### src/design/owm_pkg.sv
`default_nettype none
// ----------------------------------------------------------------------------
// owm_pkg
// Shared types and constants for the 1-Wire bus master: register map,
// register reset values, command codes and fixed slot timing.
// ----------------------------------------------------------------------------
package owm_pkg;

    // Register file geometry
    localparam int NUM_REGS = 8;
    localparam int REG_W    = 16;
    localparam int IDX_W    = $clog2(NUM_REGS);
    localparam int ADDR_W   = $clog2(NUM_REGS * 4);
    localparam int DATA_W   = 32;

    // Register indexes
    localparam logic [IDX_W-1:0] REG_W1_LOW  = 3'd0;
    localparam logic [IDX_W-1:0] REG_W1_REL  = 3'd1;
    localparam logic [IDX_W-1:0] REG_W0_LOW  = 3'd2;
    localparam logic [IDX_W-1:0] REG_W0_REL  = 3'd3;
    localparam logic [IDX_W-1:0] REG_RD_REL  = 3'd4;
    localparam logic [IDX_W-1:0] REG_RD_WIN  = 3'd5;
    localparam logic [IDX_W-1:0] REG_RST_LOW = 3'd6;
    localparam logic [IDX_W-1:0] REG_RST_REL = 3'd7;

    // Command codes
    localparam logic [1:0] OP_NONE  = 2'd0;
    localparam logic [1:0] OP_RESET = 2'd1;
    localparam logic [1:0] OP_WRITE = 2'd2;
    localparam logic [1:0] OP_READ  = 2'd3;

    // Fixed timing
    localparam logic [REG_W-1:0] RESET_PRE_TICKS       = 16'd0;
    localparam logic [REG_W-1:0] PRESENCE_WINDOW_TICKS = 16'd410;

    // Slot timing as seen by the sequencer
    typedef struct packed {
        logic [REG_W-1:0] write_one_low_ticks;
        logic [REG_W-1:0] write_one_release_ticks;
        logic [REG_W-1:0] write_zero_low_ticks;
        logic [REG_W-1:0] write_zero_release_ticks;
        logic [REG_W-1:0] read_release_ticks;
        logic [REG_W-1:0] read_window_ticks;
        logic [REG_W-1:0] reset_low_ticks;
        logic [REG_W-1:0] reset_release_ticks;
    } t_cfg;

    // Reset value of each register
    function automatic logic [REG_W-1:0] reg_reset_value(input logic [IDX_W-1:0] idx);
        logic [REG_W-1:0] val;
        unique case (idx)
            REG_W1_LOW:  val = 16'd6;
            REG_W1_REL:  val = 16'd64;
            REG_W0_LOW:  val = 16'd60;
            REG_W0_REL:  val = 16'd10;
            REG_RD_REL:  val = 16'd9;
            REG_RD_WIN:  val = 16'd55;
            REG_RST_LOW: val = 16'd480;
            REG_RST_REL: val = 16'd70;
            default:     val = '0;
        endcase
        return val;
    endfunction

endpackage
`default_nettype wire

### src/design/owm_apb_regs.sv
`default_nettype none
// ----------------------------------------------------------------------------
// owm_apb_regs
// APB register file holding the eight slot timing registers.
// ----------------------------------------------------------------------------
module owm_apb_regs
    import owm_pkg::*;
(
    input  wire logic              i_clk,
    input  wire logic              i_rst_n,
    input  wire logic              psel,
    input  wire logic              penable,
    input  wire logic              pwrite,
    input  wire logic [ADDR_W-1:0] paddr,
    input  wire logic [DATA_W-1:0] pwdata,
    output logic      [DATA_W-1:0] prdata,
    output logic                   pready,
    output t_cfg                   o_cfg
);

    logic [REG_W-1:0] r_regs [NUM_REGS];
    logic [IDX_W-1:0] idx;
    logic             wr_en;

    assign idx    = paddr[ADDR_W-1:2];
    assign wr_en  = psel & penable & pwrite;
    assign pready = 1'b1;

    // Register write
    always_ff @(posedge i_clk) begin
        if (!i_rst_n) begin
            for (int i = 0; i < NUM_REGS; i++) begin
                r_regs[i] <= reg_reset_value(IDX_W'(i));
            end
        end else if (wr_en) begin
            r_regs[idx] <= pwdata[REG_W-1:0];
        end
    end

    // Read back
    assign prdata = {{(DATA_W-REG_W){1'b0}}, r_regs[idx]};

    // Timing fields to the sequencer
    always_comb begin
        o_cfg.write_one_low_ticks      = r_regs[REG_W1_LOW];
        o_cfg.write_one_release_ticks  = r_regs[REG_W1_REL];
        o_cfg.write_zero_low_ticks     = r_regs[REG_W0_LOW];
        o_cfg.write_zero_release_ticks = r_regs[REG_W0_REL];
        o_cfg.read_release_ticks       = r_regs[REG_RD_REL];
        o_cfg.read_window_ticks        = r_regs[REG_RD_WIN];
        o_cfg.reset_low_ticks          = r_regs[REG_RST_LOW];
        o_cfg.reset_release_ticks      = r_regs[REG_RST_REL];
    end

endmodule
`default_nettype wire

### src/design/onewire_bus_master.sv
`default_nettype none
// ----------------------------------------------------------------------------
// onewire_bus_master
// Tick-driven 1-Wire master: reset/presence, byte write and byte read.
// ----------------------------------------------------------------------------
// Each request is one bus tick carrying a command, a byte to send and the
// sampled line level; each request yields exactly one result with the line
// drive, busy and the sticky status flags after that tick. A request is
// taken every clock cycle while results drain; the sequencer state
// doubles as the result register, and a new request is accepted whenever
// that result is taken or none is pending. Commands are honored only while
// idle and clear all status flags. Slot timings come from eight 16-bit APB
// registers; they may be changed at any time and apply at once.
// ----------------------------------------------------------------------------
module onewire_bus_master
    import owm_pkg::*;
(
    input  wire logic              i_clk,
    input  wire logic              i_rst_n,
    // request channel
    input  wire logic              i_in_valid,
    output logic                   o_in_ready,
    input  wire logic [1:0]        i_operation,
    input  wire logic [7:0]        i_send_byte,
    input  wire logic              i_bus_level,
    // result channel
    output logic                   o_out_valid,
    input  wire logic              i_out_ready,
    output logic                   o_drive_low,
    output logic                   o_busy_res,
    output logic      [7:0]        o_received_byte,
    output logic                   o_sent_done,
    output logic                   o_received_done,
    output logic                   o_presence_seen,
    output logic                   o_fault,
    // configuration
    input  wire logic              psel,
    input  wire logic              penable,
    input  wire logic              pwrite,
    input  wire logic [ADDR_W-1:0] paddr,
    input  wire logic [DATA_W-1:0] pwdata,
    output logic      [DATA_W-1:0] prdata,
    output logic                   pready
);

    // Sequencer phases
    localparam logic [3:0] PH_IDLE    = 4'd0;
    localparam logic [3:0] PH_RST_PRE = 4'd1;
    localparam logic [3:0] PH_RST_LOW = 4'd2;
    localparam logic [3:0] PH_RST_REL = 4'd3;
    localparam logic [3:0] PH_PRES    = 4'd4;
    localparam logic [3:0] PH_WR_INIT = 4'd5;
    localparam logic [3:0] PH_WR_LOW  = 4'd6;
    localparam logic [3:0] PH_WR_REL  = 4'd7;
    localparam logic [3:0] PH_WR_DONE = 4'd8;
    localparam logic [3:0] PH_RD_INIT = 4'd9;
    localparam logic [3:0] PH_RD_LOW  = 4'd10;
    localparam logic [3:0] PH_RD_REL  = 4'd11;
    localparam logic [3:0] PH_RD_WIN  = 4'd12;
    localparam logic [3:0] PH_RD_DONE = 4'd13;

    t_cfg cfg;

    logic [3:0]       r_phase,     n_phase;
    logic [REG_W-1:0] r_tick,      n_tick;
    logic [2:0]       r_bit_pos,   n_bit_pos;
    logic [7:0]       r_shift_out, n_shift_out;
    logic [7:0]       r_shift_in,  n_shift_in;
    logic             r_saw_low,   n_saw_low;
    logic             r_sent,      n_sent;
    logic             r_recv,      n_recv;
    logic             r_pres,      n_pres;
    logic             r_fault,     n_fault;
    logic             r_line,      n_line;
    logic             r_out_valid;

    logic             accept;
    logic             bus_low;
    logic             tx_bit;
    logic [REG_W-1:0] delay;
    logic [REG_W-1:0] elapsed;
    logic             timer_hit;

    owm_apb_regs u_regs (
        .i_clk   (i_clk),
        .i_rst_n (i_rst_n),
        .psel    (psel),
        .penable (penable),
        .pwrite  (pwrite),
        .paddr   (paddr),
        .pwdata  (pwdata),
        .prdata  (prdata),
        .pready  (pready),
        .o_cfg   (cfg)
    );

    // Handshake: state registers hold the result, so accept when it drains
    assign o_in_ready = !r_out_valid || i_out_ready;
    assign accept     = i_in_valid && o_in_ready;

    assign bus_low = !i_bus_level;
    assign tx_bit  = r_shift_out[r_bit_pos];

    // Delay of the current timed phase
    always_comb begin
        unique case (r_phase)
            PH_RST_PRE: delay = RESET_PRE_TICKS;
            PH_RST_LOW: delay = cfg.reset_low_ticks;
            PH_RST_REL: delay = cfg.reset_release_ticks;
            PH_PRES:    delay = PRESENCE_WINDOW_TICKS;
            PH_WR_LOW:  delay = tx_bit ? cfg.write_one_low_ticks
                                       : cfg.write_zero_low_ticks;
            PH_WR_REL:  delay = tx_bit ? cfg.write_one_release_ticks
                                       : cfg.write_zero_release_ticks;
            PH_RD_LOW:  delay = cfg.write_one_low_ticks;
            PH_RD_REL:  delay = cfg.read_release_ticks;
            PH_RD_WIN:  delay = cfg.read_window_ticks;
            default:    delay = '0;
        endcase
    end

    // Saturating elapsed count and phase end
    assign elapsed   = (&r_tick) ? r_tick : r_tick + 16'd1;
    assign timer_hit = (elapsed >= delay);

    // Next state for one tick
    always_comb begin
        n_phase     = r_phase;
        n_tick      = '0;
        n_bit_pos   = r_bit_pos;
        n_shift_out = r_shift_out;
        n_shift_in  = r_shift_in;
        n_saw_low   = r_saw_low;
        n_sent      = r_sent;
        n_recv      = r_recv;
        n_pres      = r_pres;
        n_fault     = r_fault;
        n_line      = r_line;

        unique case (r_phase)
            PH_IDLE: begin
                if (i_operation != OP_NONE) begin
                    n_sent    = 1'b0;
                    n_recv    = 1'b0;
                    n_pres    = 1'b0;
                    n_fault   = 1'b0;
                    n_line    = 1'b0;
                    n_bit_pos = '0;
                    n_saw_low = 1'b0;
                    case (i_operation)
                        OP_RESET: n_phase = PH_RST_PRE;
                        OP_WRITE: begin
                            n_shift_out = i_send_byte;
                            n_phase     = PH_WR_INIT;
                        end
                        default:  n_phase = PH_RD_INIT;
                    endcase
                end else begin
                    n_tick = r_tick;
                end
            end
            PH_RST_PRE: begin
                if (timer_hit) begin
                    n_phase = PH_RST_LOW;
                    n_line  = 1'b1;
                end else begin
                    n_tick = elapsed;
                end
            end
            PH_RST_LOW: begin
                if (timer_hit) begin
                    n_phase = PH_RST_REL;
                    n_line  = 1'b0;
                end else begin
                    n_tick = elapsed;
                end
            end
            PH_RST_REL: begin
                if (timer_hit) begin
                    n_phase = PH_PRES;
                    n_pres  = 1'b0;
                end else begin
                    n_tick = elapsed;
                end
            end
            PH_PRES: begin
                if (!timer_hit) begin
                    n_tick = elapsed;
                    if (bus_low) begin
                        n_pres = 1'b1;
                    end
                end else begin
                    n_phase = PH_IDLE;
                    if (!r_pres) begin
                        n_fault = 1'b1;
                    end
                end
            end
            PH_WR_INIT: begin
                n_phase = PH_WR_LOW;
                n_line  = 1'b1;
            end
            PH_WR_LOW: begin
                if (timer_hit) begin
                    n_phase = PH_WR_REL;
                    n_line  = 1'b0;
                end else begin
                    n_tick = elapsed;
                end
            end
            PH_WR_REL: begin
                if (timer_hit) begin
                    n_phase = PH_WR_DONE;
                end else begin
                    n_tick = elapsed;
                end
            end
            PH_WR_DONE: begin
                if (&r_bit_pos) begin
                    n_bit_pos  = '0;
                    n_shift_in = '0;
                    n_sent     = 1'b1;
                    n_phase    = PH_IDLE;
                end else begin
                    n_bit_pos = r_bit_pos + 3'd1;
                    n_phase   = PH_WR_INIT;
                end
            end
            PH_RD_INIT: begin
                n_phase = PH_RD_LOW;
                n_line  = 1'b1;
            end
            PH_RD_LOW: begin
                if (timer_hit) begin
                    n_phase = PH_RD_REL;
                    n_line  = 1'b0;
                end else begin
                    n_tick = elapsed;
                end
            end
            PH_RD_REL: begin
                if (timer_hit) begin
                    n_phase = PH_RD_WIN;
                end else begin
                    n_tick = elapsed;
                end
            end
            PH_RD_WIN: begin
                if (!timer_hit) begin
                    n_tick = elapsed;
                    if (bus_low) begin
                        n_saw_low = 1'b1;
                    end
                end else begin
                    // bit reads 0 if the line was low anywhere in the window
                    n_shift_in[r_bit_pos] = !r_saw_low;
                    n_phase               = PH_RD_DONE;
                end
            end
            PH_RD_DONE: begin
                n_saw_low = 1'b0;
                if (&r_bit_pos) begin
                    n_bit_pos = '0;
                    n_recv    = 1'b1;
                    n_phase   = PH_IDLE;
                end else begin
                    n_bit_pos = r_bit_pos + 3'd1;
                    n_phase   = PH_RD_INIT;
                end
            end
            default: begin
                n_line  = 1'b0;
                n_phase = PH_IDLE;
            end
        endcase
    end

    // State / result registers
    always_ff @(posedge i_clk) begin
        if (!i_rst_n) begin
            r_phase     <= PH_IDLE;
            r_tick      <= '0;
            r_bit_pos   <= '0;
            r_shift_out <= '0;
            r_shift_in  <= '0;
            r_saw_low   <= 1'b0;
            r_sent      <= 1'b0;
            r_recv      <= 1'b0;
            r_pres      <= 1'b0;
            r_fault     <= 1'b0;
            r_line      <= 1'b0;
            r_out_valid <= 1'b0;
        end else begin
            if (accept) begin
                r_phase     <= n_phase;
                r_tick      <= n_tick;
                r_bit_pos   <= n_bit_pos;
                r_shift_out <= n_shift_out;
                r_shift_in  <= n_shift_in;
                r_saw_low   <= n_saw_low;
                r_sent      <= n_sent;
                r_recv      <= n_recv;
                r_pres      <= n_pres;
                r_fault     <= n_fault;
                r_line      <= n_line;
                r_out_valid <= 1'b1;
            end else if (i_out_ready) begin
                r_out_valid <= 1'b0;
            end
        end
    end

    // Result fields
    assign o_out_valid     = r_out_valid;
    assign o_drive_low     = r_line;
    assign o_busy_res      = (r_phase != PH_IDLE);
    assign o_received_byte = r_shift_in;
    assign o_sent_done     = r_sent;
    assign o_received_done = r_recv;
    assign o_presence_seen = r_pres;
    assign o_fault         = r_fault;

    // Checks
    a_fault_excl_pres: assert property (@(posedge i_clk) disable iff (!i_rst_n)
        !(o_fault && o_presence_seen))
        else $error("fault and presence both set");

    a_drive_when_busy: assert property (@(posedge i_clk) disable iff (!i_rst_n)
        o_drive_low |-> o_busy_res)
        else $error("line driven low while idle");

    a_done_excl: assert property (@(posedge i_clk) disable iff (!i_rst_n)
        !(o_sent_done && o_received_done))
        else $error("write and read done both set");

    a_bitpos_idle: assert property (@(posedge i_clk) disable iff (!i_rst_n)
        (r_phase == PH_IDLE) |-> (r_bit_pos == 3'd0 && !r_saw_low))
        else $error("slot state left over in idle");

endmodule
`default_nettype wire
### config.mk
export PLATFORM = sky130hd
export DESIGN_NAME = onewire_bus_master
export DESIGN_NICKNAME = d
export VERILOG_FILES = /design/src/design/owm_pkg.sv /design/src/design/owm_apb_regs.sv /design/src/design/onewire_bus_master.sv
export SDC_FILE = /design/constraint.sdc
export NUM_CORES = 1
export LEC_CHECK = 0
export BUFFER_PORTS_ARGS = -buffer_cell sky130_fd_sc_hd__buf_4
export CAP_MARGIN = 20
export CORE_MARGIN = 8
export CORE_UTILIZATION = 30
export DETAILED_ROUTE_END_ITERATION = 10
export RECOVER_POWER = 25
export SYNTH_ARGS = -nofsm -noshare
export SYNTH_HDL_FRONTEND = slang
export SYNTH_SLANG_ARGS = --single-unit
### constraint.sdc
create_clock -name i_clk -period 11.3 [get_ports i_clk]
set_clock_uncertainty 0.15 [all_clocks]
set_input_delay 2.26 -clock i_clk [delete_from_list [all_inputs] [get_ports i_clk]]
set_output_delay 2.26 -clock i_clk [all_outputs]
set_load 0.02 [all_outputs]
Word level (Yosys, flattened, before mapping)
Memory sizes are Yosys's and may differ from the RTL's.
Cells that the tools add are included.
Widths: inputs -> output; s select.

word-level totals
  memories = 1
  RAM bits = 128
  output and inout bits = 49
  logic and storage cells = 152
  input bits = 55
  register bits = 46

memories
  name           words  width  read ports  clocked after Yosys merged registers in  write ports  line                source
  u_regs.r_regs  8      16     9           0                                        8            owm_apb_regs.sv:21  logic [REG_W-1:0] r_regs [NUM_REGS];

cells by class
  order comparisons = 3
  reduce and logical (&&, ||, !) cells = 35
  multiplexer cells = 63
  add/sub/neg operators = 2
  eq/ne operators = 33
  bitwise logic cells = 3

operators by type and width
  cell                   number
  $mux 16                14
  $pmux 16 s8            1
  $pmux 4 s14            1
  $mux 4                 11
  $ne 2x2->1 const B     17
  $pmux 16 s2            1
  $eq 4x4->1 const B     6
  $mux 1                 17
  $add 16x1->16 const B  1
  $eq 4x3->1 const B     4
  $ge 16x16->1           1
  $mux 8                 2
  $pmux 8 s2             1
  $reduce_and 16->1      1
  $reduce_and 4->1       4
  $reduce_or 16->1       1
  $reduce_and 5->1       3
  $reduce_bool 2->1      7
  $mux 3                 4
  $reduce_and 11->1      1
  $reduce_or 9->1        1
  $bwmux 8               1
  $eq 4x2->1 const B     2
  $pmux 4 s2             1
  other kinds (27)       36

Depth between registers and ports, before layout
Gate-level depths: netlist (run 1).

  depth after elaboration = 7
  gate-level depth with buffers = 16
  gate-level depth less buffers = 13

By module
A second synthesis (run 1) with hierarchy kept.

second synthesis, totals
  cells, all modules = 890
  area total of the unflattened synthesis = 10,254.8 µm²

modules (own cells, without submodules)
  module              seq. area each (µm²)  cells an instance  times used  area each (µm²)
  owm_apb_regs        3,843.7               367                1           6,057.1
  onewire_bus_master  920.9                 523                1           4,197.8

Worst setup path before layout (run 1)
Ideal clock, no wire load.

  path kind = input-to-output
  from = input paddr[2]
  to = output prdata[6]
  stages = 5
  buffers on the path = 2
  path slack = 5,516 ps
  required time = 8,890 ps
  arrival = 3,374 ps
  cells stage by stage = nor3b_1 clkbuf_1 clkbuf_1 a22oi_1 nand4_1

between the ends
  cells in the longest elaborated chain, start to end = 1

ends and longest elaborated chain
  element             line                      source
  start: declaration  onewire_bus_master.sv:40  input wire logic [ADDR_W-1:0] paddr,
  $mem_v2 8x16        -
  end: declaration    onewire_bus_master.sv:42  output logic [DATA_W-1:0] prdata,

No other way between the ends.

==> results.txt, run 1 <==
- Outcome: finished with violations
- The final reports fail on capacitance limit, slew limit.
* Post-synthesis instance area: slightly below 10,000 um2
- In this run the remaining antenna-violating nets after routing total 0.
- Share of power burned in registers: between 40% and 50%
* Root cell of the clock tree: clkbuf_16
- For this design the ratio of total power to cell area is about 170 nW/um2.
- After Yosys synthesis, and, or, nand and nor cells account for 22.9% of the synthesized area.
* Post-synth EDFFs: 128
- The final count of hold timing violations was 0.
- Net switching component of the power: 0.675 mW
- Setup violations remaining at the end of the flow were counted as 0.
- Final non-filler cell area: 11,300 um2
- Once the clock tree was built, the setup fixing pass inserted 0 buffers.
- The clock period could shrink to 8270 ps.
* Ratio of final minimum period to clock period: 73.2%
* Cell-by-cell listing of the critical path: clkbuf_1 > and4_2 > clkbuf_1 > and2_1 > nand2b_1
- Post-Synthesis Cells: 998
- Slew headroom: -166%
* Gate family responsible for the most delay along the worst path: buffers and inverters
* Count of unique library cells instantiated by Yosys: 76
- Routability Congestion: about 0.8
- After clock tree synthesis, the clock-pin slew on the worst setup and hold paths is around 70 ps.
* DR DRC count: 0
* Part of the Yosys area used for sequential elements: approximately half
- Count of pins over their slew limit: 143
- Internal power comes to ~1.2 mW.
- In the synthesized netlist the dominant register cell turns out to be edfxtp_1.
- Post-synthesis sequential element count: 174
- First-pass DRT Iterations: 9
- After the last flow step, the layout net total stands at 1,107.
* Area after DPL: 10,800 um2
- Counting flops with an async set or reset pin after synthesis yields a share of 0%.
- The slowest stage of the critical path belongs to the cell clkbuf_1.
- Worst setup path class: input pin to register
- Critical Path End Type: register
* Setup_tns: 0 ps
- Summed over its instances, the top area cell type makes up approximately two fifths of the synthesized netlist area.
- Crit path arrival time: 8170 ps
- 104 I/O pins were placed.
- Number of max-cap violations: 2
- After detailed routing, the number of vias per cell comes to 5.58.
- Of the total power, the clock network draws a little under a third.
* Post-synthesis area per instance: a little under 10 um2
- Worst path max stage delay: 2790 ps
* Routed length per placed instance: around 21 um
* Slew of the pin with the lowest slew margin: 4000 ps
- For this run, the number of Yosys warnings is 0.
* Leading area contributor after synthesis: edfxtp_1
- Of the total synthesized cell area, the portion taken by full adders, half adders and majority gates is 2.79%.
- Cts repair resizes: 0
* Core region area: 32,500 um2
- The first global-routing pass estimated between 40,000 and 50,000 um of wire.
- Together, buffers and inverters on the worst path number 2.
* Total clock buffers created by CTS: 17
- Buffers placed on the I/O ports in this run total 68.
* Total number of H-tree levels: 4
* Total length of routed wires: ~30,000 um
- Final Total Pwr: between 1.5 and 2 mW
* Area growth, synth to finish: 14.4%
- Die height: 197 um
- Highest attainable clock frequency: 121 MHz
* Max Buffers Root-to-Sink: 2
* Proportion of total power due to net switching: between 30% and 40%
* Aggregate global-route resource usage: 15.5%
* Number of rows created at floorplan: 66
- RSZ-0062 raised after global routing: false
* Drt initial violations: 1,079
* Main area contributors after synthesis: edfxtp_1 39%, dfxtp_1 9.3%, and3_1 7.4%
* Max IR drop VDD: 0.0891 mV
- The die covers slightly below 40,000 um2.
- For this design the static power due to leakage is about 4.5 nW.
* Ratio of cells with drive above 1 in the final layout: 13.3%
- Entering global routing, the biggest net connects 114 pins.
* Insertion delay of the later-clocked pin in the worst-skew pair: 440 ps
* Cell mode on critical path: clkbuf_1
- Fraction of synthesized cell area in xor and xnor cells: 0.710%
* Critical Path Start Type: input pin
* Initial core utilization: 30.4%
- The synthesized netlist devotes 18.4% of its cell area to compound gates.
- Number of antenna violations at the first check in global routing: 1
- Post-synthesis mux area share: 1.82%
* Combinational share of power: 28.4%
- After clock tree synthesis, the flow added hold-fix buffers numbering 0.
* Required time of the critical path: 11,200 ps
- In this run the worst hold path is classified as register to register.
- Total via count after detailed routing: 8,292
- Residual overflow from global routing: 0
- Dominant combinational cell family by area after synthesis: simple AND/OR/NAND/NOR gates
- TritonCTS clock tree: yes
- The number of global-route vias before repair came to roughly 8,100.
- Detailed placement finished with a half-perimeter wire length of 19,100 um.
* Count of clock tree sinks: 174
- Width of the chip: 197 um
- Along the worst path, the maximum fanout reaches 113.
-- stage by stage --
step	hold slack, ps	utilization [%]	cells	worst slack, ps
after floorplan	308	-	1013	5520
after global placement	310	33.1	1453	5060
after detailed placement	319	33.1	1453	5060
after CTS	339	35.0	1485	5060
after global routing	370	34.8	1486	2820
final	333	34.8	1486	3030
-- sequential cells by signal, summed over array words and instances, names as in the netlist --
register and flops:
r_saw_low 1, o_fault 1, o_received_byte 8, r_phase 4, u_regs.r_regs 128, o_presence_seen 1, r_tick 16, o_sent_done 1
o_out_valid 1, o_drive_low 1, o_received_done 1, r_shift_out 8, r_bit_pos 3
-- power by group through the flow --
stage                     clock network, mW  logic [mW]  registers (mW)
after floorplan                           0       0.393           0.766
after global placement                    0       0.536           0.782
after detailed placement                  0       0.542           0.783
after CTS                             0.607       0.544           0.769
after global routing                  0.632       0.591           0.777
final                                 0.597       0.542           0.770
-- final cells by class --
cell class              count  area [um2]
clock inverters            15         170
fillers                  3222       21200
well taps                 442         553
inverters                  12        45.0
flip-flops and latches    174        4760
multi-input cells         735        4720
repair buffers             90         616
clock buffers              17         425
diodes                      1        2.50
-- cells by family after synthesis --
group / Yosys count
AO/OA/AOI/OAI: 249
XOR/XNOR: 8
adder cells (fa/ha/maj): 22
buffers and inverters: 104
flip-flops: 174
multiplexers: 15
other: 2
AND/OR/NAND/NOR: 424
-- synth_stat cells, types with 4 or more instances --
library cell	count
inv_1	10
mux2_2	4
o21ai_0	21
a222oi_1	12
a22o_1	8
o31ai_1	7
buf_4	20
nand2_1	113
nand3_1	12
edfxtp_1	128
o211ai_1	10
nand4_1	24
dfxtp_1	46
xnor2_1	7
and3_1	117
a22oi_1	84
and4_1	4
a31oi_1	11
o221ai_1	4
ha_1	22
nand2b_1	35
and2_1	9
clkbuf_1	58
a21o_1	5
a21oi_1	51
buf_2	10
nor2b_1	5
nor3b_1	4
nor3_1	24
mux2i_1	9
nor2_1	60
-- path summary, 6_finish.rpt --
check / from / endpoint / depth (start not counted) / slack [ps]
worst min register to register: o_sent_done / o_sent_done / 2 / 330
worst max-delay path: i_rst_n / u_regs.r_regs[6][6] / 5 / 3030
worst max register to register: r_bit_pos[1] / r_tick[10] / 12 / 6000
worst min-delay path: o_sent_done / o_sent_done / 2 / 330
-- routing by layer --
layer	share of wire (%)	up-vias	track usage (%)
met5	0	-	0
met4	2.9	0	5.60
met3	8.0	68	2.81
met2	45	387	24.8
met1	44	3999	20.8
li1	-	3838	-
-- worst min-delay path: stages (launching register included) --
cell and delay, ps:
dfxtp_1 330, nor2_1 50, nor2_1 70
-- placed cells by master (no fill, tap or decap), drive strengths merged, types with 7 or more instances in the layout --
cell type / netlist / final
edfxtp: 128 / 128
and3: 117 / 117
nand2: 113 / 113
a22oi: 84 / 84
buf: 34 / 74
nor2: 60 / 60
a21oi: 53 / 53
dfxtp: 46 / 46
nand2b: 36 / 36
clkbuf: 58 / 33
nand4: 25 / 25
nor3: 24 / 24
o21ai: 23 / 23
ha: 22 / 22
inv: 11 / 19
conb: 2 / 17
nand3: 13 / 13
a222oi: 12 / 12
a31oi: 11 / 11
o211ai: 10 / 10
and2: 9 / 9
mux2i: 9 / 9
a22o: 8 / 8
o31ai: 8 / 8
xnor2: 7 / 7
(Power assumes the default switching activity.)
==> run 2, diff against run 1 <==
Settings changed: ABC_AREA from default to 1.
Clock period 11.3 ns to 7.7 ns, I/O delays scaled along.
==> results.txt, run 2 <==
* Outcome: finished with violations
- Violated checks: capacitance limit, slew limit
- Ratio of cells with drive above 1 in the final layout: 9.72%
* Clock slew at reported path FFs: 70 ps
- Across all setup checks in the final design, the least slack found is 2240 ps.
- Insertion delay of the later-clocked pin in the worst-skew pair: 430 ps
- Of the total synthesized cell area, the portion taken by XOR and XNOR cells is less than 1%.
- Residual overflow from global routing: 0
- The register with the most flip-flops in the layout has ~130 of them.
- The core region is 32,400 um2.
- Total clock buffers created by CTS: 17
- The initial utilization of the core area, before any placement, comes to 30.3%.
- Post-synthesis area per instance: 8.01 um2
- Final non-filler cell area: 11,100 um2
- Post-cts hold buffer count: 0
- The final-report max-slew violation count came to 29.
- Largest regs: u_regs.r_regs (128), r_tick (16)
* Antenna cells: 0
- Once detailed placement completed, the half-perimeter wirelength came to 22,100 um.
* Area of the die: 38,700 um2
- Count leader, synth: nor2_1
* Kind of path behind the tightest hold check: register to register
- Required time of the critical path: 7610 ps
- Area used by sequential logic in the layout: around 4800 um2
* Post-synthesis instance area: 9810 um2
- Count of unique library cells instantiated by Yosys: 41
- Number of max-cap violations: 1
* Slew of the pin with the lowest slew margin: approximately 1800 ps
- TritonCTS clock tree: yes
- The pre-antenna-repair detailed-routing pass consisted of 5 iterations.
* Routability Congestion: 0.876
- The worst setup path is launched from an input pin.
- Leaving out fill and tap cells, the most frequent cell in the layout is nor2_1.
- Post-Synthesis Cells: 1,224
- Top reg by flops: u_regs.r_regs
- Main area contributors after synthesis: edfxtp_1 39%, nor2_1 9.7%, dfxtp_1 9.4%
- Number of antenna violations at the first check in global routing: 0
- Max Buffers Root-to-Sink: 2
- CTS placed an instance of clkbuf_16 at the clock tree root.
- The synthesized netlist devotes between 10% and 20% of its cell area to compound gates.
* Number of rows created at floorplan: 66
* Width of the chip: 197 um
* Fraction of registers with async set/reset: 0%
* Power density normalized to cell area: 240 nW/um2
- The worst setup path is captured at a register.
- Global routing consumed, over all layers together, 15.2% of the routing resources.
- The final route contains 8,610 vias.
- Setup total negative slack on the finished layout was measured at 0 ps.
* Drt initial violations: 758
- The detail route stage leaves a number of antenna-violating nets equal to 0.
- In the final layout, the multi-input gates occupy 4060 um2.
* First-pass GRT wire length: between 40,000 and 50,000 um
- Counting flops with a built-in enable in the synthesized netlist gives 128.
- Timing analysis after detailed placement gives a worst setup slack of 2410 ps.
- Of the available clock period, the critical path in the final layout requires a little under three quarters.
- The clock net in this run drives a total of about 170 sinks.
- Based on the critical path, the design can be clocked at up to 183 MHz.
- RSZ-0062 raised after global routing: false
- Total number of H-tree levels: 4
- Crit path arrival time: 5370 ps
- Yosys printed 0 warnings.
* Area fraction in and, or, nand and nor cells after synthesis: approximately a quarter
- Die height: 197 um
- Fill cells: approximately 3,500
* Number of setup violations in the final report: 0
- Port buffer count: 68
- Leading area contributor after synthesis: edfxtp_1
* Post-synthesis sequential element count: 174
- Most used flip-flop cell after synthesis: edfxtp_1
* Hold violation total from the final report: 0
* Largest net degree at the start of global routing: 49
- The worst path needs 5460 ps of the cycle, external delays included.
- After detailed routing, the number of remaining DRC violations is 0.
- After the last flow step, the layout net total stands at 1,351.
* Final Total Pwr: 2.67 mW
- Worst setup path class: input pin to register
- Post-synthesis mux area share: 0%
- Headroom to the max-slew limit came out at -22.4%.
* Most frequent cells in the layout: 254 x nor2_1, 196 x nand2_1, 169 x inv_1
* Cts repair resizes: 0
* Routed length per placed instance: 17.3 um
- The number of global-route vias before repair was 8,022.
* Part of the Yosys area used for sequential elements: 48.6%
- Summed over all layers, the routed wires come to 29,900 um.
- After synthesis, the largest area contributor takes up about two fifths of total cell area.
- Adder-cell area share of the yosys netlist: roughly 2.8%
- Max IR drop VDD: 0.146 mV
- Commonest cells in the synthesized netlist: 254 x nor2_1, 196 x nand2_1, 169 x inv_1
- Using the TritonRoute via totals, the vias-per-cell ratio works out to 4.98.
- Once the clock tree was built, the setup fixing pass inserted 0 buffers.
- Pin placement for this block handled 104 I/O pins.
* Area after DPL: 10,600 um2
* Area growth, synth to finish: 13.5%
- In this run the worst path has a maximum fanout of 28.
* Dominant combinational cell family by area after synthesis: simple AND/OR/NAND/NOR gates
- In this run the static leakage power is 4.63 nW.
- Hold timing on the final database bottoms out at a slack of 309 ps.
run 2: cell count changes in the layout (fill, tap and decap cells not counted), moves of 21 or more:
cell,delta
a221oi_1,+21
a22oi_1,-74
and3_1,-117
inv_1,+159
nand2_1,+83
nand2b_1,-35
nand3_1,+43
nor2_1,+198
o21ai_0,+30
o22ai_1,+34
run 2: kinds of logic (layout without fill, tap and decap cells):
kind of cell / count (synthesis) / count (layout)
fa+ha+maj: 22 / 22
xor+xnor: 3 / 3
simple gates: 557 / 557
compound gates: 222 / 222
other cells: 2 / 17
buf+inv: 244 / 291
flops: 174 / 174
run 2: metrics by stage:
step	cells	util (%)
after floorplan	1239	-
after global placement	1697	32.8
after detailed placement	1697	32.8
after CTS	1728	34.6
after global routing	1728	34.4
final	1728	34.4
run 2: critical path, stage by stage:
cell and delay, ps:
clkbuf_1 1290, nand4_1 850, nor2_1 550, inv_1 390
nand2_1 720
run 2: path summary, 6_finish.rpt:
check / startpoint / endpoint / slack, ps / cells after the start
worst max register to register: r_bit_pos[1] / r_phase[0] / 3080 / 22
worst min register to register: r_shift_out[1] / r_shift_out[1] / 310 / 2
worst max-delay path: i_rst_n / u_regs.r_regs[2][10] / 2240 / 5
worst min-delay path: r_shift_out[1] / r_shift_out[1] / 310 / 2
run 2: report_power, final:
part           switching, mW  internal (mW)
Sequential            0.0611           1.07
Clock                  0.393          0.451
Combinational          0.483          0.209
Total                  0.938           1.73
run 2: per-layer routing:
| metal | vias to the layer above | track usage, % | part of all wire, % |
|---|---|---|---|
| met2 | 416 | 24.6 | 46 |
| li1 | 4168 | - | - |
| met3 | 56 | 2.97 | 8.6 |
| met5 | - | 0 | 0 |
| met1 | 3970 | 19.9 | 42 |
| met4 | 0 | 6.05 | 3.2 |
run 2: layout make-up:
type                            count  share of cell area [%]
Sequential cell                   174                    42.8
Inverter                          187                    6.31
Clock inverter                     14                    1.19
Timing Repair Buffer               73                    4.42
Tap cell                          442                    4.97
Clock buffer                       17                    3.82
Multi-Input combinational cell    821                    36.5
==> run 3, diff against run 2 <==
Clock period 7.7 ns to 4.87 ns, I/O delays scaled along.
==> results.txt, run 3 (synthesis gave the netlist of run 2 again) <==
- The multi-input combinational cells in the finished layout cover a total of between 4000 and 5000 um2.
* Total length of routed wires: 30,600 um
* Cts repair resizes: 0
* Total number of H-tree levels: 4
- Post-CTS timing repair inserted 0 buffers for setup.
- Per report_power, the clock group accounts for 33.1% of the total.
- Power spread over the standard cell area amounts to around 380 nW/um2.
* First-pass DRT Iterations: 5
- Port buffer count: 68
* Placement-stage worst setup slack: 747 ps
- Global routing consumed, on the met2 layer, 25.1% of the routing resources.
- Root cell of the clock tree: clkbuf_16
- The routed layout has around 8,600 vias.
- Cell with the largest stage delay on the worst path: nor2_1
- Required time of the critical path: 5090 ps
* Mean number of vias per cell: 4.96
- Worst path max stage delay: 860 ps
- Area of the die: approximately 39,000 um2
- Routability Congestion: roughly 0.9
* Detail Placement HPWL: roughly 23,000 um
- Leaving out fill and tap cells, the most frequent cell in the layout is nor2_1.
* Cell-by-cell listing of the critical path: nor2_1 > inv_2 > nor2_1 > inv_1 > o22ai_1 > a211oi_1 > o21ai_0 > nor2_1 > ha_1 > nand2_1 > nand2_1 > nand2_1 > a21oi_1 > nor2_1 > nand2_1 > inv_1 > nand2_1 > nand3_1 > nand2_1 > nor2_1
* Final critical path time including I/O delays and setup: 4290 ps
- Initial core utilization: between 30% and 40%
- The number of antenna diodes in the final layout is 0.
- The post-route netlist has 10.2% of its cells at a drive strength greater than 1.
* Number of global-route vias before repair: 7,987
- The count of nets left with antenna violations once routing finished came out at 0.
* Critical Path Start Type: register
- In this run the worst path has a maximum fanout of 12.
- In this run the power spent charging and discharging nets is 1.52 mW.
- Post-cts hold buffer count: 0
- Violated checks: capacitance limit, slew limit
- Headroom to the max-slew limit came out at -13.3%.
- Most frequent cells in the layout: 254 x nor2_1, 196 x nand2_1, 169 x inv_1
* Max Buffers Root-to-Sink: 2
- Worst setup slack after layout: 576 ps
- Combinational share of power: 25.5%
- Max reg flops: 128
- Global routing used 3.09% of the available met3 tracks.
- In this run the critical register-to-register path is launched from r_phase[3].
- The most numerous cell type found on the critical path is nand2_1.
- Highest attainable clock frequency: 233 MHz
* Critical Path End Type: register
- Worst setup path class: register to register
- Residual overflow from global routing: 0
- Count of pins over their slew limit: 28
- The number of antenna violations at the first check in global routing was 0.
- Cell internal pwr: between 2 and 3 mW
- Buffers inserted during clock tree synthesis total 17.
- Slew of the pin with the lowest slew margin: 1700 ps
- In the final layout, the registers with the most flip-flops are u_regs.r_regs (128), r_tick (16).
* Width of the chip: 197 um
* TritonCTS clock tree: yes
- The min-delay analysis places its worst path in the category register to register.
- DR DRC count: 0
- The initialized floorplan defines 66 standard-cell rows.
- RSZ-0062 raised after global routing: false
- Aggregate global-route resource usage: 15.4%
- After filler insertion, the fill cell instance count of the layout stands at 3,435.
* Crit path arrival time: 4510 ps
- Max IR drop VDD: 0.244 mV
* Hold violation total from the final report: 0
- At the later pin of the worst-skew pair, clock insertion delay measures 450 ps.
- At the end of the flow, the number of nets in the layout was roughly 1,400.
* Drt initial violations: between 900 and 1,000
- Most Crowded Layer GR: met2
- Clock-pin slew was measured on the worst setup and hold paths at 70 ps.
- Net switching is 35.2% of the power.
* Number of setup violations in the final report: 0
- Area growth, synth to finish: 14.6%
- Number of max-cap violations: 1
* Number of ports placed on the die boundary: between 100 and 150
- The run finished, with violations left.
- Cell leakage power: 4.69 nW
- In this run, flip-flops and latches consume 41.4% of the power.
- The sequential cells in the finished layout cover a total of 4760 um2.
- More flip-flops sit in one register than any other, and that register is u_regs.r_regs.
- Counting both buffers and inverters, the worst setup path holds a total of 3.
- Hold_sp: r_shift_out[5]
- Routed length per placed instance: 17.6 um
* Worst setup path start: r_phase[3]
- Gate family responsible for the most delay along the worst path: simple AND/OR/NAND/NOR gates
- Global routing used 19.8% of the available met1 tracks.
- The first global-routing pass estimated 45,800 um of wire.
- The die is 197 um tall.
- Clock tree synthesis found a total of 174 sinks.
* Core region area: 32,400 um2
- Entering global routing, the biggest net connects 32 pins.
- The worst path uses between 80% and 90% of the clock period.
- Setup_tns: 0 ps
==> run 3: power groups by stage <==
stage / registers [mW] / clock network (mW) / logic [mW]
3_3_place_gp: 1.82 / 0 / 1.10
4_1_cts: 1.79 / 1.45 / 1.11
6_report: 1.79 / 1.43 / 1.10
3_5_place_dp: 1.82 / 0 / 1.11
5_1_grt: 1.80 / 1.50 / 1.24
2_1_floorplan: 1.80 / 0 / 0.781
==> run 3: final timing paths <==
| check | to | slack, ps | cells after the start |
|---|---|---|---|
| worst min register to register | r_shift_out[5] | 310 | 2 |
| worst max register to register | r_phase[0] | 580 | 20 |
| worst max-delay path | r_phase[0] | 580 | 20 |
| worst min-delay path | r_shift_out[5] | 310 | 2 |
==> run 3: per-layer routing <==
layer / vias to the layer above / wire, um
li1: 4185 / -
met1: 3992 / 13000
met2: 384 / 14000
met3: 59 / 2620
met4: 0 / 884
met5: - / 0
==> run 3: cell type report <==
| type | instances | area share [%] |
|---|---|---|
| Clock buffer | 17 | 3.79 |
| Clock inverter | 15 | 1.59 |
| Inverter | 187 | 6.25 |
| Multi-Input combinational cell | 821 | 36.1 |
| Sequential cell | 174 | 42.4 |
| Tap cell | 442 | 4.92 |
| Timing Repair Buffer | 83 | 4.91 |
==> run 3: through the flow <==
step                      area, um2  hold slack (ps)  cells  utilization [%]  power [mW]
after floorplan                9860              279   1239                -        2.58
after global placement        10700              300   1707             33.1        2.91
after detailed placement      10700              303   1707             33.1        2.93
after CTS                     11300              313   1739             34.9        4.35
after global routing          11200              331   1739             34.7        4.54
final                         11200              312   1739             34.7        4.32
==> run 3: worst min-delay path, stage by stage (launching register included) <==
cell and delay, ps:
dfxtp_1 300, inv_1 60, a21oi_1 60
